--- src/rtl/fraclt_pkg.sv ---
// fraclt_pkg: shared types and constants for the fraction reduction block
// used by fraction_lowest_terms and its port checker; no dependencies
`timescale 1ns / 1ps

package fraclt_pkg;

    typedef logic [1:0] t_status;

    localparam t_status ST_OK       = 2'd0;
    localparam t_status ST_DIV_ZERO = 2'd1;
    localparam t_status ST_OVERFLOW = 2'd2;

    // sequencer states, one-hot
    typedef enum logic [5:0] {
        S_IDLE = 6'b000001,
        S_GCD  = 6'b000010,
        S_REM  = 6'b000100,
        S_QN   = 6'b001000,
        S_QD   = 6'b010000,
        S_DONE = 6'b100000
    } t_state;

endpackage

--- src/rtl/fraction_lowest_terms.sv ---
// fraction_lowest_terms: reduces a signed fraction to lowest terms
// uses fraclt_pkg for status codes and the sequencer state type
`timescale 1ns / 1ps

// Reduces i_num_in / i_den_in to lowest terms with Euclid's algorithm on the signed values
// (truncating remainder) followed by division of both values by the divisor found, repeated
// until that divisor is one (at most three passes). All remainders and quotients come from a
// single restoring divider that resolves one quotient bit per cycle. Each Euclid remainder
// step is set up in S_GCD and run on the divider in S_REM, and a pass divides numerator
// and then denominator back to back (S_QN, then S_QD). The number of Euclid remainder steps
// is up to roughly 1.44 * DATA_WIDTH per divisor search, and there is usually one division
// pass. A zero denominator goes straight from S_IDLE to S_DONE. The input is stalled while
// a transaction is in progress. A zero denominator returns status ST_DIV_ZERO and a quotient
// that does not fit the width returns ST_OVERFLOW, both with zero results.
module fraction_lowest_terms #(
    parameter int DATA_WIDTH = 32
) (
    input  logic                         i_clk,
    input  logic                         i_rst_n,
    input  logic                         i_in_valid,
    output logic                         o_in_stall,
    input  logic signed [DATA_WIDTH-1:0] i_num_in,
    input  logic signed [DATA_WIDTH-1:0] i_den_in,
    output logic                         o_out_valid,
    input  logic                         i_out_stall,
    output logic signed [DATA_WIDTH-1:0] o_num_out,
    output logic signed [DATA_WIDTH-1:0] o_den_out,
    output fraclt_pkg::t_status          o_status
);
    import fraclt_pkg::*;

    localparam int CNT_W = (DATA_WIDTH > 1) ? $clog2(DATA_WIDTH) : 1;
    localparam logic [CNT_W-1:0]      CNT_LAST  = CNT_W'(DATA_WIDTH - 1);
    localparam logic [1:0]            PASS_LAST = 2'd2;
    localparam logic [DATA_WIDTH-1:0] ONE       = DATA_WIDTH'(1);

    function automatic logic [DATA_WIDTH-1:0] f_neg(input logic [DATA_WIDTH-1:0] x);
        return ~x + ONE;
    endfunction

    function automatic logic [DATA_WIDTH-1:0] f_mag(input logic [DATA_WIDTH-1:0] x);
        return x[DATA_WIDTH-1] ? f_neg(x) : x;
    endfunction

    t_state                r_state, n_state;
    logic                  r_out_valid, n_out_valid;
    logic [DATA_WIDTH-1:0] r_n, n_n, r_d, n_d;
    logic [DATA_WIDTH-1:0] r_a, n_a, r_b, n_b;
    logic                  r_ovf, n_ovf;
    logic [1:0]            r_pass, n_pass;
    t_status               r_res_status, n_res_status;
    logic [DATA_WIDTH-1:0] r_num_out, n_num_out, r_den_out, n_den_out;
    t_status               r_status, n_status;
    // shared divider
    logic [DATA_WIDTH-1:0] r_rem, n_rem, r_quo, n_quo, r_dvs, n_dvs;
    logic                  r_neg, n_neg;
    logic [CNT_W-1:0]      r_cnt, n_cnt;

    logic [DATA_WIDTH:0]   shifted, diff;
    logic                  ge;
    logic [DATA_WIDTH-1:0] step_rem, step_quo, rem_s, quo_s;
    logic                  quo_ovf, div_last;

    // one restoring step: quotient bits shift in where dividend bits shift out
    always_comb begin
        shifted  = {r_rem, r_quo[DATA_WIDTH-1]};
        diff     = shifted - {1'b0, r_dvs};
        ge       = shifted >= {1'b0, r_dvs};
        step_rem = ge ? diff[DATA_WIDTH-1:0] : shifted[DATA_WIDTH-1:0];
        step_quo = {r_quo[DATA_WIDTH-2:0], ge};
        rem_s    = r_neg ? f_neg(step_rem) : step_rem;
        quo_s    = r_neg ? f_neg(step_quo) : step_quo;
        // a same-sign quotient of 2^(W-1) does not fit
        quo_ovf  = !r_neg && step_quo[DATA_WIDTH-1];
        div_last = r_cnt == CNT_LAST;
    end

    always_comb begin
        n_state      = r_state;
        n_out_valid  = r_out_valid;
        n_n          = r_n;
        n_d          = r_d;
        n_a          = r_a;
        n_b          = r_b;
        n_ovf        = r_ovf;
        n_pass       = r_pass;
        n_res_status = r_res_status;
        n_num_out    = r_num_out;
        n_den_out    = r_den_out;
        n_status     = r_status;
        n_rem        = r_rem;
        n_quo        = r_quo;
        n_dvs        = r_dvs;
        n_neg        = r_neg;
        n_cnt        = r_cnt;

        if (r_out_valid && !i_out_stall) begin
            n_out_valid = 1'b0;
        end

        unique case (r_state)
            S_IDLE: begin
                if (i_in_valid) begin
                    n_n    = $unsigned(i_num_in);
                    n_d    = $unsigned(i_den_in);
                    n_a    = $unsigned(i_num_in);
                    n_b    = $unsigned(i_den_in);
                    n_ovf  = 1'b0;
                    n_pass = 2'd0;
                    if (i_den_in == '0) begin
                        n_res_status = ST_DIV_ZERO;
                        n_state      = S_DONE;
                    end else begin
                        n_res_status = ST_OK;
                        n_state      = S_GCD;
                    end
                end
            end
            S_GCD: begin
                if (r_b == '0) begin
                    if (r_a == ONE || r_a == '0) begin
                        n_state = S_DONE;
                    end else begin
                        n_rem   = '0;
                        n_quo   = f_mag(r_n);
                        n_dvs   = f_mag(r_a);
                        n_neg   = r_n[DATA_WIDTH-1] ^ r_a[DATA_WIDTH-1];
                        n_cnt   = '0;
                        n_state = S_QN;
                    end
                end else begin
                    n_rem   = '0;
                    n_quo   = f_mag(r_a);
                    n_dvs   = f_mag(r_b);
                    n_neg   = r_a[DATA_WIDTH-1];
                    n_cnt   = '0;
                    n_state = S_REM;
                end
            end
            S_REM: begin
                n_rem = step_rem;
                n_quo = step_quo;
                n_cnt = r_cnt + 1'b1;
                if (div_last) begin
                    n_a     = r_b;
                    n_b     = rem_s;
                    n_state = S_GCD;
                end
            end
            S_QN: begin
                n_rem = step_rem;
                n_quo = step_quo;
                n_cnt = r_cnt + 1'b1;
                if (div_last) begin
                    n_n     = quo_s;
                    n_ovf   = r_ovf | quo_ovf;
                    // same divisor, now for the denominator
                    n_rem   = '0;
                    n_quo   = f_mag(r_d);
                    n_dvs   = f_mag(r_a);
                    n_neg   = r_d[DATA_WIDTH-1] ^ r_a[DATA_WIDTH-1];
                    n_cnt   = '0;
                    n_state = S_QD;
                end
            end
            S_QD: begin
                n_rem = step_rem;
                n_quo = step_quo;
                n_cnt = r_cnt + 1'b1;
                if (div_last) begin
                    n_d = quo_s;
                    if (r_ovf || quo_ovf) begin
                        n_res_status = ST_OVERFLOW;
                        n_state      = S_DONE;
                    end else if (r_pass == PASS_LAST) begin
                        n_state = S_DONE;
                    end else begin
                        n_pass  = r_pass + 1'b1;
                        n_a     = r_n;
                        n_b     = quo_s;
                        n_state = S_GCD;
                    end
                end
            end
            S_DONE: begin
                if (!r_out_valid || !i_out_stall) begin
                    n_out_valid = 1'b1;
                    n_status    = r_res_status;
                    n_num_out   = (r_res_status == ST_OK) ? r_n : '0;
                    n_den_out   = (r_res_status == ST_OK) ? r_d : '0;
                    n_state     = S_IDLE;
                end
            end
            default: begin
                n_state = S_IDLE;
            end
        endcase
    end

    always_ff @(posedge i_clk) begin
        if (!i_rst_n) begin
            r_state     <= S_IDLE;
            r_out_valid <= 1'b0;
        end else begin
            r_state     <= n_state;
            r_out_valid <= n_out_valid;
        end
    end

    always_ff @(posedge i_clk) begin
        r_n          <= n_n;
        r_d          <= n_d;
        r_a          <= n_a;
        r_b          <= n_b;
        r_ovf        <= n_ovf;
        r_pass       <= n_pass;
        r_res_status <= n_res_status;
        r_num_out    <= n_num_out;
        r_den_out    <= n_den_out;
        r_status     <= n_status;
        r_rem        <= n_rem;
        r_quo        <= n_quo;
        r_dvs        <= n_dvs;
        r_neg        <= n_neg;
        r_cnt        <= n_cnt;
    end

    assign o_in_stall  = r_state != S_IDLE;
    assign o_out_valid = r_out_valid;
    assign o_num_out   = $signed(r_num_out);
    assign o_den_out   = $signed(r_den_out);
    assign o_status    = r_status;

endmodule

--- config.mk ---
export PLATFORM = sky130hd
export DESIGN_NAME = fraction_lowest_terms
export DESIGN_NICKNAME = d
export VERILOG_FILES = /design/src/rtl/fraclt_pkg.sv /design/src/rtl/fraction_lowest_terms.sv
export SDC_FILE = /design/constraint.sdc
export NUM_CORES = 1
export LEC_CHECK = 0
export BUFFER_PORTS_ARGS = -buffer_cell sky130_fd_sc_hd__buf_2
export CORE_MARGIN = 5
export CORE_UTILIZATION = 56
export CTS_CLUSTER_DIAMETER = 80
export DETAILED_ROUTE_END_ITERATION = 6
export HOLD_SLACK_MARGIN = 0.03
export PLACE_DENSITY = 0.77
export SYNTH_ARGS = -nofsm -noshare
export SYNTH_HDL_FRONTEND = slang
export SYNTH_SLANG_ARGS = --single-unit
--- constraint.sdc ---
create_clock -name i_clk -period 12.83 [get_ports i_clk]
set_input_delay 0.6415 -clock i_clk [delete_from_list [all_inputs] [get_ports i_clk]]
set_output_delay 0.6415 -clock i_clk [all_outputs]
set_load 0.005 [all_outputs]
# --- After elaboration in Yosys (flattened, before gate mapping) ---
# Index checks and enable logic that the tools add are counted.
word_totals:
  register_bits: 308
  word_cells: 151
op_classes:
  muxes: 69
  eq_ne: 19
  reduce_logical: 27
  n_addsub: 9
  order_cmp: 1
  bitwise_logic: 9
op_table:
  columns: ["op", "count"]
  rows:
  - ["$mux W32", 27]
  - ["$pmux W32 S3", 4]
  - ["$add A32 B1 Y32 const B", 6]
  - ["$not A32 Y32", 6]
  - ["$pmux W32 S2", 3]
  - ["$logic_not A32 Y1", 3]
  - ["$mux W6", 10]
  - ["$pmux W6 S6", 1]
  - ["$ge A33 B32 Y1", 1]
  - ["$eq A32 B1 Y1 const B", 1]
  - ["$sub A32 B32 Y32", 1]
  - ["$ne A2 B2 Y1 const B", 8]
  - ["$mux W5", 3]
  - ["$pmux W5 S3", 1]
  - ["$mux W2", 7]
  - ["$reduce_and A5 Y1", 2]
  - ["$mux W1", 9]
  - ["$reduce_and A3 Y1", 3]
  - ["$pmux W2 S2", 2]
  - ["$eq A6 B1 Y1 const B", 1]
  - ["$eq A6 B2 Y1 const B", 1]
  - ["$eq A6 B3 Y1 const B", 1]
  - ["$eq A6 B4 Y1 const B", 1]
  - ["$eq A6 B5 Y1 const B", 1]
  - ["other kinds (20)", 31]

# --- Logic depth before layout (Yosys ltp) ---
# Gate-level depths: netlist of run 1.
logic_depth:
  word_depth: 8
  depth_mapped: 24

# --- Least setup slack after synthesis of run 1 ---
# No wires, ideal clock.
synth_timing:
  path_type: "reg-to-reg"
  from: "register r_state[5]"
  to: "register r_a[0], enable pin"
  path_stages_with_launch: 5
  path_slack_ns: 0.654
  arrival_time_ns: 11.349
  cell_sequence: "dfxtp_1 > or4_1 > nor3b_1 > inv_1 > a2111oi_0"
synth_between:
  elab_chain_cells: 3
synth_lines:
  columns: ["item", "line_no", "rtl"]
  rows:
  - ["start: declaration", "fraction_lowest_terms.sv:45", "t_state r_state, n_state;"]
  - ["start signal: assignment", "fraction_lowest_terms.sv:205", "r_state <= n_state;"]
  - ["$eq A6 B5 Y1, or another cell as far along", "fraction_lowest_terms.sv:101", "unique case (r_state)"]
  - ["$ne A2 B2 Y1 (no line) / $reduce_bool A3 Y1 (equally long branches)", null, null]
  - ["$reduce_and A6 Y1 (no line) (*)", null, null]
  - ["end signal: assignment", "fraction_lowest_terms.sv:213", "r_a <= n_a;"]
  - ["end: declaration", "fraction_lowest_terms.sv:48", "logic [DATA_WIDTH-1:0] r_a, n_a, r_b, n_b;"]
# Every way passes the cells marked *; elsewhere a longest branch is shown, timed or not.
# A chain may end at the register's enable or synchronous reset.

# --- Worst setup path in the final report of run 1 ---
layout_timing:
  from: "register r_rem[21]"
  to: "register r_b[28] (data pin)"
layout_between:
  elab_chain_cells: 8
layout_lines:
  columns: ["item", "line_no", "rtl"]
  rows:
  - ["start: declaration", "fraction_lowest_terms.sv:55", "logic [DATA_WIDTH-1:0] r_rem, n_rem, r_quo, n_quo, r_dvs, n_dvs;"]
  - ["start signal: assignment", "fraction_lowest_terms.sv:221", "r_rem <= n_rem;"]
  - ["$ge A33 B32 Y1", "fraction_lowest_terms.sv:68", "ge = shifted >= {1'b0, r_dvs};"]
  - ["$not A32 Y32", "fraction_lowest_terms.sv:38", "return ~x + ONE;"]
  - ["$add A32 B1 Y32", "fraction_lowest_terms.sv:38", null]
  - ["$mux W32", "fraction_lowest_terms.sv:72", "quo_s = r_neg ? f_neg(step_quo) : step_quo;"]
  - ["$mux W32", "fraction_lowest_terms.sv:175", "end else if (r_pass == PASS_LAST) begin"]
  - ["$mux W32", "fraction_lowest_terms.sv:172", "if (r_ovf || quo_ovf) begin"]
  - ["$mux W32", "fraction_lowest_terms.sv:170", "if (div_last) begin"]
  - ["$pmux W32 S3 (*)", "fraction_lowest_terms.sv:101", null]
  - ["net n_b[28]", "fraction_lowest_terms.sv:48", null]
  - ["end signal: assignment", "fraction_lowest_terms.sv:214", "r_b <= n_b;"]
  - ["end: declaration", "fraction_lowest_terms.sv:48", null]
# Mark *: on every way through the listed nets, which the timed path passes. The rest lies on a longest branch. The select of a mux whose other input is x is not followed.

==> out/qor.log, run 1 <==
qor: cells_and_area.share_of_post_route_cells_with_drive_strength_above_1 11.62%
qor: detailed_routing.drt-vias-per-instance 6.587
qor: logic_synthesis.synth_top_area_share 46.24%
qor: cells_and_area.fillerInstances 2898
qor: worst_setup_path.worstPathBufferInverterCount 1
qor: die.dieWidth 196.8 µm
qor: logic_synthesis.yosys-top-cells-area sky130_fd_sc_hd__edfxtp_1, sky130_fd_sc_hd__nand2_1, sky130_fd_sc_hd__xor2_1, sky130_fd_sc_hd__xnor2_1, sky130_fd_sc_hd__nor2_1
qor: power_and_ir_drop.sequential_share_of_power 40.9%
qor: cells_and_area.commonest_non_fill_non_tap_cell_in_the_layout sky130_fd_sc_hd__edfxtp_1
qor: placed_design.dpl.hpwl 47.07 mm
qor: power_and_ir_drop.powerDensity 200.7 nW/µm²
qor: power_and_ir_drop.vdd_ir_drop_max 0.2871 mV
qor: cells_and_area.diodes 0
qor: timing.hold_violations 0
qor: placed_design.placed_cells_incl_taps 2542
qor: cts.number_of_buffers_inserted_during_clock_tree_synthesis 36
qor: die.initial_utilization 56.59%
qor: die.rows 68
qor: cts.cts_tree done
qor: power_and_ir_drop.comb_power_share 37.2%
qor: timing.whs 0.3692 ns
qor: global_route.grt_first_pass_wirelength 96.98 mm
qor: logic_synthesis.synthArstFlopShare 0%
qor: logic_synthesis.synth_top_cell_by_area sky130_fd_sc_hd__edfxtp_1
qor: worst_setup_path.worst_setup_path_end_kind register
qor: detailed_routing.drc 0
qor: detailed_routing.route.antenna.remaining_nets 0
qor: hold_path.holdPathEnd r_state[0]
qor: timing.skew 0.03005 ns
qor: cts.cts.sinks 308
qor: worst_setup_path.crit_fanout 39
qor: worst_setup_path.rr_worst_depth 16
qor: die.floorplan.die.height 196.8 µm
qor: worst_setup_path.worstPathArrival 5.82 ns
qor: timing.worst_slew_margin_rel 18.72%
qor: logic_synthesis.post_synth_num_cell_types 75
qor: placed_design.dp_slack 7.413 ns
qor: timing.slew_of_the_pin_with_the_lowest_slew_margin 1.210 ns
qor: detailed_routing.detail_route.iter0.violations 2380
qor: timing.timing.final.setup_violations 0
qor: cts.post_cts_resize_count 0
qor: timing.grt_setup_unrepaired false
qor: logic_synthesis.sequential_area_share_after_synthesis 46.95%
qor: logic_synthesis.primary_flip_flop_cell_chosen_by_synthesis_mapping sky130_fd_sc_hd__edfxtp_1
qor: flow_run.maxcap_violations 0
qor: power_and_ir_drop.p_int 2.585 mW
qor: power_and_ir_drop.power.share.clock 21.9%
qor: detailed_routing.avgRoutedWirePerCell 24.69 µm
qor: global_route.grt_max_degree 75
qor: cts.cts_hold_repair.buffers 0
qor: power_and_ir_drop.p_sw_share 40.51%
qor: die.io_pins 136
qor: worst_setup_path.worstReg2RegStart r_rem[21]
qor: die.core-area 34540 µm²
qor: cells_and_area.fin_nets 2235
qor: worst_setup_path.kind_of_critical_path reg -> reg
qor: die.die-area 38750 µm²
qor: hold_path.worst_hold_path_stage_count 2
qor: worst_setup_path.setup.reg_to_reg.worst_slack 7.29 ns
qor: power_and_ir_drop.switching_power 1.760 mW
qor: global_route.antenna_found_initial 2
qor: cells_and_area.layout.cell_area.non_filler 21650 µm²
qor: detailed_routing.drt_pre_antenna_iters 6
qor: logic_synthesis.synth.cell_area 19550 µm²
qor: detailed_routing.num_vias 17166
qor: logic_synthesis.syn_inst 2042
qor: timing.setup_tns 0 ns
qor: hold_path.hold_path_startpoint i_rst_n
qor: timing.final_worst_path_cycle_share 43.18%
qor: logic_synthesis.synthesis.nets 2152
qor: logic_synthesis.synth_warnings 0
qor: power_and_ir_drop.total_leakage_power 8.219 nW
qor: worst_setup_path.r2r-end r_b[28]
qor: worst_setup_path.critPathTopFamily simple AND/OR/NAND/NOR gates
qor: global_route.first_global_vias 16428
qor: placed_design.placer_congestion_estimate 0.9873
qor: logic_synthesis.synth_seq_cells 308
qor: cells_and_area.final-instance-count-excl-fill 2606
qor: outcome.status finished, final reports clean
qor: timing.report.final.slew_viol_count 0
qor: worst_setup_path.cp_slowest_cell sky130_fd_sc_hd__inv_2
qor: cells_and_area.postLayoutCoreUtil 62.69%
qor: cells_and_area.layout.cells.most_common_list sky130_fd_sc_hd__edfxtp_1, sky130_fd_sc_hd__nand2_1, sky130_fd_sc_hd__nor2_1
qor: worst_setup_path.worst-endpoint-required 13.11 ns
qor: cts.cts_root_buffer sky130_fd_sc_hd__clkbuf_16
qor: logic_synthesis.syn_area_per_cell 9.573 µm²
qor: placed_design.numPortBuffers 135
qor: cts.post_cts_repair_timing_setup_buffer_count 0
qor: timing.finalWorstSetupSlack 7.290 ns
qor: cts.path_clk_slew 0.06 ns
qor: detailed_routing.routed_wl 64.33 mm
qor: worst_setup_path.worstSetupStartpointType register
qor: worst_setup_path.worstPathCellList ha_1 > a21oi_1 > nor3_1 > o311ai_1 > o211ai_1 > or2_2 > inv_2 > ha_1 > nand2b_1 > nand2b_1 > or3_1 > or4_1 > o21ai_0 > xor2_1 > nor2_1 > a221o_1
qor: power_and_ir_drop.total_power 4.346 mW
qor: timing.min_period 5.540 ns
qor: logic_synthesis.synth-edff-count 301
qor: cells_and_area.layout-area-overhead-vs-synth 10.77%
qor: global_route.globalRouteTotalUtil 32.13%
qor: worst_setup_path.max_stage_delay 0.57 ns
qor: placed_design.placed_cell_area 20580 µm²
qor: timing.clock.fmax 180.5 MHz
qor: cts.clk_latency_worst_skew_pair 0.53 ns
qor: cts.cts_max_path_buffers 3
qor: hold_path.worst_hold_path_type in -> reg
qor: cts.htreeDepth 2
qor: global_route.grt_remaining_overflow 0
## synthesized netlist by cell type, types with 5 or more instances
| cell type | number |
|---|---|
| sky130_fd_sc_hd__nand2_1 | 249 |
| sky130_fd_sc_hd__a31oi_1 | 15 |
| sky130_fd_sc_hd__or4_1 | 32 |
| sky130_fd_sc_hd__nor2_1 | 194 |
| sky130_fd_sc_hd__o21ai_1 | 5 |
| sky130_fd_sc_hd__xor2_1 | 101 |
| sky130_fd_sc_hd__a22oi_1 | 31 |
| sky130_fd_sc_hd__nand2b_1 | 20 |
| sky130_fd_sc_hd__mux2i_1 | 28 |
| sky130_fd_sc_hd__o211ai_1 | 6 |
| sky130_fd_sc_hd__a221o_1 | 8 |
| sky130_fd_sc_hd__nand3_1 | 22 |
| sky130_fd_sc_hd__a21o_1 | 36 |
| sky130_fd_sc_hd__o31ai_1 | 44 |
| sky130_fd_sc_hd__o221ai_1 | 39 |
| sky130_fd_sc_hd__o41ai_1 | 21 |
| sky130_fd_sc_hd__nor3_1 | 44 |
| sky130_fd_sc_hd__clkbuf_1 | 86 |
| sky130_fd_sc_hd__or2_2 | 9 |
| sky130_fd_sc_hd__a211oi_1 | 8 |
| sky130_fd_sc_hd__xnor2_1 | 92 |
| sky130_fd_sc_hd__buf_1 | 8 |
| sky130_fd_sc_hd__ha_1 | 41 |
| sky130_fd_sc_hd__nor4_1 | 27 |
| sky130_fd_sc_hd__nand3b_1 | 9 |
| sky130_fd_sc_hd__buf_2 | 16 |
| sky130_fd_sc_hd__dfxtp_1 | 7 |
| sky130_fd_sc_hd__edfxtp_1 | 301 |
| sky130_fd_sc_hd__o21ai_0 | 140 |
| sky130_fd_sc_hd__inv_1 | 69 |
| sky130_fd_sc_hd__a21oi_1 | 131 |
| sky130_fd_sc_hd__nor2b_1 | 5 |
| sky130_fd_sc_hd__and2_1 | 72 |
| sky130_fd_sc_hd__or3_1 | 32 |
| sky130_fd_sc_hd__nand4_1 | 14 |
| sky130_fd_sc_hd__nor3b_1 | 5 |
| sky130_fd_sc_hd__and3_1 | 7 |
## worst max-delay path by stage
| stage | from | end | slack [ns] | depth (start not counted) |
|---|---|---|---|---|
| finish | r_rem[21] | r_b[28] | 7.29 | 16 |
| global route | r_rem[7] | r_b[26] | 6.85 | 17 |
| CTS | r_rem[7] | r_b[28] | 7.39 | 16 |
| detailed placement | r_rem[7] | r_b[28] | 7.41 | 16 |
| global placement | r_rem[7] | r_b[28] | 7.49 | 16 |
| floorplan | r_state[5] | r_a[0] | 0.65 | 4 |
## logic make-up (layout without fill, tap and decap cells)
logic type / Yosys count / in the layout / share of synthesized area [%]
and+or+nand+nor: 755 / 755 / 18.66
AOI/OAI and AO/OA: 529 / 529 / 17.64
DFF: 308 / 308 / 46.95
xor gates and xnor gates: 193 / 193 / 8.647
buffers and inverters: 183 / 292 / 3.712
adders and majority gates: 42 / 42 / 2.727
muxes: 32 / 32 / 1.664
## routing by layer
metal,wire [µm],global-route usage [%]
met5,13,0
met2,29890,52.22
met4,3105,13.05
met1,24280,43.19
met3,7038,5.402
## registers in the layout, indices dropped and copies added (netlist names)
name	count
o_den_out	32
o_num_out	32
o_out_valid	1
o_status	2
r_a	32
r_b	32
r_cnt	5
r_d	32
r_dvs	32
r_n	32
r_neg	1
r_ovf	1
r_pass	2
r_quo	32
r_rem	32
r_res_status	2
r_state	6
## area by class of cell
cell class	instances	area (µm²)	area share, %
tap	455	569.3	2.629
timing repair buffer	158	848.3	3.917
clock inverter	23	123.9	0.5720
multi-input combinational	1551	9721	44.89
sequential	308	9179	42.39
inverter	70	262.8	1.213
clock buffer	41	950.9	4.391
## power groups by stage
stage	logic, mW	clock network (mW)	registers (mW)
finish	1.62	0.951	1.78
CTS	1.60	0.956	1.76
global placement	1.56	0	1.77
global route	1.74	1.01	1.79
floorplan	1.12	0	1.72
detailed placement	1.58	0	1.78
(Power assumes the default switching activity.)
==> inputs of run 2 (changes only) <==
--- a/config.mk
+++ b/config.mk
@@ -7,11 +7,11 @@
 export LEC_CHECK = 0
 export BUFFER_PORTS_ARGS = -buffer_cell sky130_fd_sc_hd__buf_2
 export CORE_MARGIN = 5
-export CORE_UTILIZATION = 56
+export CORE_UTILIZATION = 62
 export CTS_CLUSTER_DIAMETER = 80
 export DETAILED_ROUTE_END_ITERATION = 6
 export HOLD_SLACK_MARGIN = 0.03
-export PLACE_DENSITY = 0.77
+export PLACE_DENSITY = 0.81
 export SYNTH_ARGS = -nofsm -noshare
 export SYNTH_HDL_FRONTEND = slang
 export SYNTH_SLANG_ARGS = --single-unit
==> constraint.sdc (replaced) <==
create_clock -name i_clk -period 5.65 [get_ports i_clk]
set_input_delay 0.2825 -clock i_clk [delete_from_list [all_inputs] [get_ports i_clk]]
set_output_delay 0.2825 -clock i_clk [all_outputs]
set_load 0.005 [all_outputs]
==> run 2 against run 1 <==
  * Die area shrank 9.2%
  * Sequential share of layout area down 0.24 points
  * Power up 130%
  * Clock skew fell by 0.0078 ns
  * Via count up 1.8%
  * Hold slack got worse by 0.31 ns
  * Clock-buffer cell count is 5 higher
  * Clock power up 150%
==> out/qor.log, run 2 (synthesized netlist as in run 1, its figures left out) <==
qor: flow_run.maxcap_violations 0 [unchanged]
qor: placed_design.placer_congestion_estimate 1.023 [+3.6%]
qor: die.rows 65 [-4.4%]
qor: die.io_pins 136 [unchanged]
qor: global_route.globalRouteTotalUtil 35.41% [+3.3 points]
qor: cts.htreeDepth 2 [unchanged]
qor: worst_setup_path.worst-endpoint-required 5.90 ns [-7.21 ns]
qor: global_route.grt_first_pass_wirelength 97.79 mm [+0.84%]
qor: timing.setup_tns 0 ns [unchanged]
qor: global_route.antenna_found_initial 1 [-1]
qor: cts.cts_max_path_buffers 3 [unchanged]
qor: cts.cts_tree done
qor: detailed_routing.num_vias 17470 [+1.8%]
qor: worst_setup_path.worstSetupStartpointType register
qor: cells_and_area.fin_nets 2244 [+0.40%]
qor: die.core-area 31310 µm² [-9.4%]
qor: global_route.grt_remaining_overflow 0 [unchanged]
qor: die.die-area 35180 µm² [-9.2%]
qor: detailed_routing.drt-vias-per-instance 6.824 [+3.6%]
qor: cells_and_area.fillerInstances 2391 [-17%]
qor: detailed_routing.routed_wl 64.20 mm [-0.20%]
qor: worst_setup_path.worstPathArrival 5.36 ns [-0.46 ns]
qor: placed_design.dpl.hpwl 47.23 mm [+0.34%]
qor: worst_setup_path.worst_setup_path_end_kind register
qor: timing.grt_setup_unrepaired false
qor: timing.clock.fmax 195.8 MHz [+8.5%]
qor: cts.cts_root_buffer sky130_fd_sc_hd__clkbuf_16
qor: cells_and_area.commonest_non_fill_non_tap_cell_in_the_layout sky130_fd_sc_hd__edfxtp_1
qor: outcome.status finished, final reports clean
qor: cts.path_clk_slew 0.06 ns [about the same]
qor: cells_and_area.final-instance-count-excl-fill 2560 [-1.8%]
qor: timing.timing.final.setup_violations 0 [unchanged]
qor: placed_design.numPortBuffers 135 [unchanged]
qor: detailed_routing.detail_route.iter0.violations 2537 [+6.6%]
qor: worst_setup_path.kind_of_critical_path reg -> reg
qor: hold_path.worst_hold_path_type in -> reg
qor: power_and_ir_drop.total_power 10.10 mW [+130%]
qor: global_route.first_global_vias 16723 [+1.8%]
qor: power_and_ir_drop.powerDensity 463.8 nW/µm² [+130%]
qor: worst_setup_path.crit_fanout 6 [-85%]
qor: detailed_routing.drt_pre_antenna_iters 6 [unchanged]
qor: cells_and_area.layout.cells.most_common_list sky130_fd_sc_hd__edfxtp_1, sky130_fd_sc_hd__nand2_1, sky130_fd_sc_hd__nor2_1
qor: detailed_routing.route.antenna.remaining_nets 0 [unchanged]
qor: cells_and_area.layout-area-overhead-vs-synth 11.41%
qor: placed_design.placed_cells_incl_taps 2497 [-1.8%]
qor: timing.hold_violations 0 [unchanged]
qor: die.initial_utilization 62.43% [+5.8 points]
qor: die.dieWidth 187.6 µm [-4.7%]
qor: timing.slew_of_the_pin_with_the_lowest_slew_margin 0.9912 ns [-0.2186 ns]
qor: timing.skew 0.02227 ns [-0.007788 ns]
qor: timing.report.final.slew_viol_count 0 [unchanged]
qor: cts.cts.sinks 308 [unchanged]
qor: power_and_ir_drop.total_leakage_power 8.303 nW [+1.0%]
qor: die.floorplan.die.height 187.6 µm [-4.7%]
qor: cts.clk_latency_worst_skew_pair 0.53 ns [about the same]
qor: cells_and_area.share_of_post_route_cells_with_drive_strength_above_1 11.72% [+0.10 points]
qor: power_and_ir_drop.vdd_ir_drop_max 0.6697 mV [+130%]
qor: timing.final_worst_path_cycle_share 90.41% [+47 points]
qor: timing.worst_slew_margin_rel 33.76% [+15 points]
qor: cts.number_of_buffers_inserted_during_clock_tree_synthesis 36 [unchanged]
qor: detailed_routing.avgRoutedWirePerCell 25.08 µm [+1.6%]
qor: global_route.grt_max_degree 75 [unchanged]
qor: cells_and_area.diodes 0 [unchanged]
qor: timing.min_period 5.108 ns [-0.4318 ns]
qor: detailed_routing.drc 0 [unchanged]
-- run 2: cell types whose count changed in the layout (fill, tap and decap cells not counted), moves of 2 or more --
cell	previous run	this run
sky130_fd_sc_hd__bufinv_16	0	5
sky130_fd_sc_hd__buf_12	0	2
sky130_fd_sc_hd__buf_4	23	29
sky130_fd_sc_hd__clkbuf_1	3	9
sky130_fd_sc_hd__clkinv_2	9	3
sky130_fd_sc_hd__inv_4	2	0
sky130_fd_sc_hd__clkinv_1	9	6
-- run 2: critical path, cell delays in order (launching register included) --
cell and delay [ns]:
sky130_fd_sc_hd__edfxtp_1 0.44, sky130_fd_sc_hd__ha_1 0.42, sky130_fd_sc_hd__a21oi_1 0.30, sky130_fd_sc_hd__nor3_1 0.08
sky130_fd_sc_hd__o311ai_1 0.40, sky130_fd_sc_hd__o211ai_1 0.21, sky130_fd_sc_hd__or2_2 0.38, sky130_fd_sc_hd__inv_2 0.14
sky130_fd_sc_hd__ha_1 0.19, sky130_fd_sc_hd__nand2b_1 0.16, sky130_fd_sc_hd__nand2b_1 0.28, sky130_fd_sc_hd__or3_1 0.48
sky130_fd_sc_hd__or4_1 0.48, sky130_fd_sc_hd__o31ai_1 0.27, sky130_fd_sc_hd__xor2_1 0.23, sky130_fd_sc_hd__nor2_1 0.09
sky130_fd_sc_hd__a21oi_1 0.19, sky130_fd_sc_hd__o21ai_0 0.11
-- run 2: metrics by stage --
step	setup slack, ns	hold WS [ns]	instance area [µm²]	util, %
finish	0.5420	0.05654	21780	69.55
global route	0.3140	0.06737	21780	69.55
CTS	0.7252	0.04941	21780	69.55
detailed placement	0.8059	0.5407	20600	65.80
global placement	0.8951	0.5434	20600	65.80
floorplan	0.6434	0.3536	19570	-
-- run 2: area by class of cell --
type                       count  area, µm²  share of cell area [%]
tap                          402      503.0                   2.310
multi-input combinational   1551       9726                   44.66
inverter                      70      262.8                   1.206
clock inverter                16      205.2                  0.9422
clock buffer                  46      959.7                   4.407
timing repair buffer         167      943.4                   4.332
sequential                   308       9179                   42.15
-- run 2: timing repair --
item / in CTS / in global routing
setup buffers: 0 / 0
hold buffers: 1 / 0
resized for setup: 0 / 0
hold endpoints to repair: 1 / 0
-- run 2: per-layer routing --
| metal | share of wire, % | track usage [%] |
|---|---|---|
| met1 | 39 | 47.48 |
| met2 | 46 | 56.18 |
| met3 | 9.9 | 5.901 |
| met4 | 5.7 | 17.73 |
| met5 | 0 | 0 |
-- run 2: path summary, 6_finish.rpt --
kind,cells after the start,to,startpoint,slack [ns]
min reg2reg,2,r_ovf,r_ovf,0.57
max reg2reg,17,r_b[26],r_rem[21],0.54
max,17,r_b[26],r_rem[21],0.54
min,3,r_a[29],i_num_in[29],0.06
-- run 2: power breakdown --
group | internal [mW] | total, mW | switching [mW]
combinational | 1.30 | 3.69 | 2.39
clock | 1.43 | 2.36 | 0.938
sequential | 3.37 | 4.04 | 0.672
total | 6.10 | 10.1 | 4.00
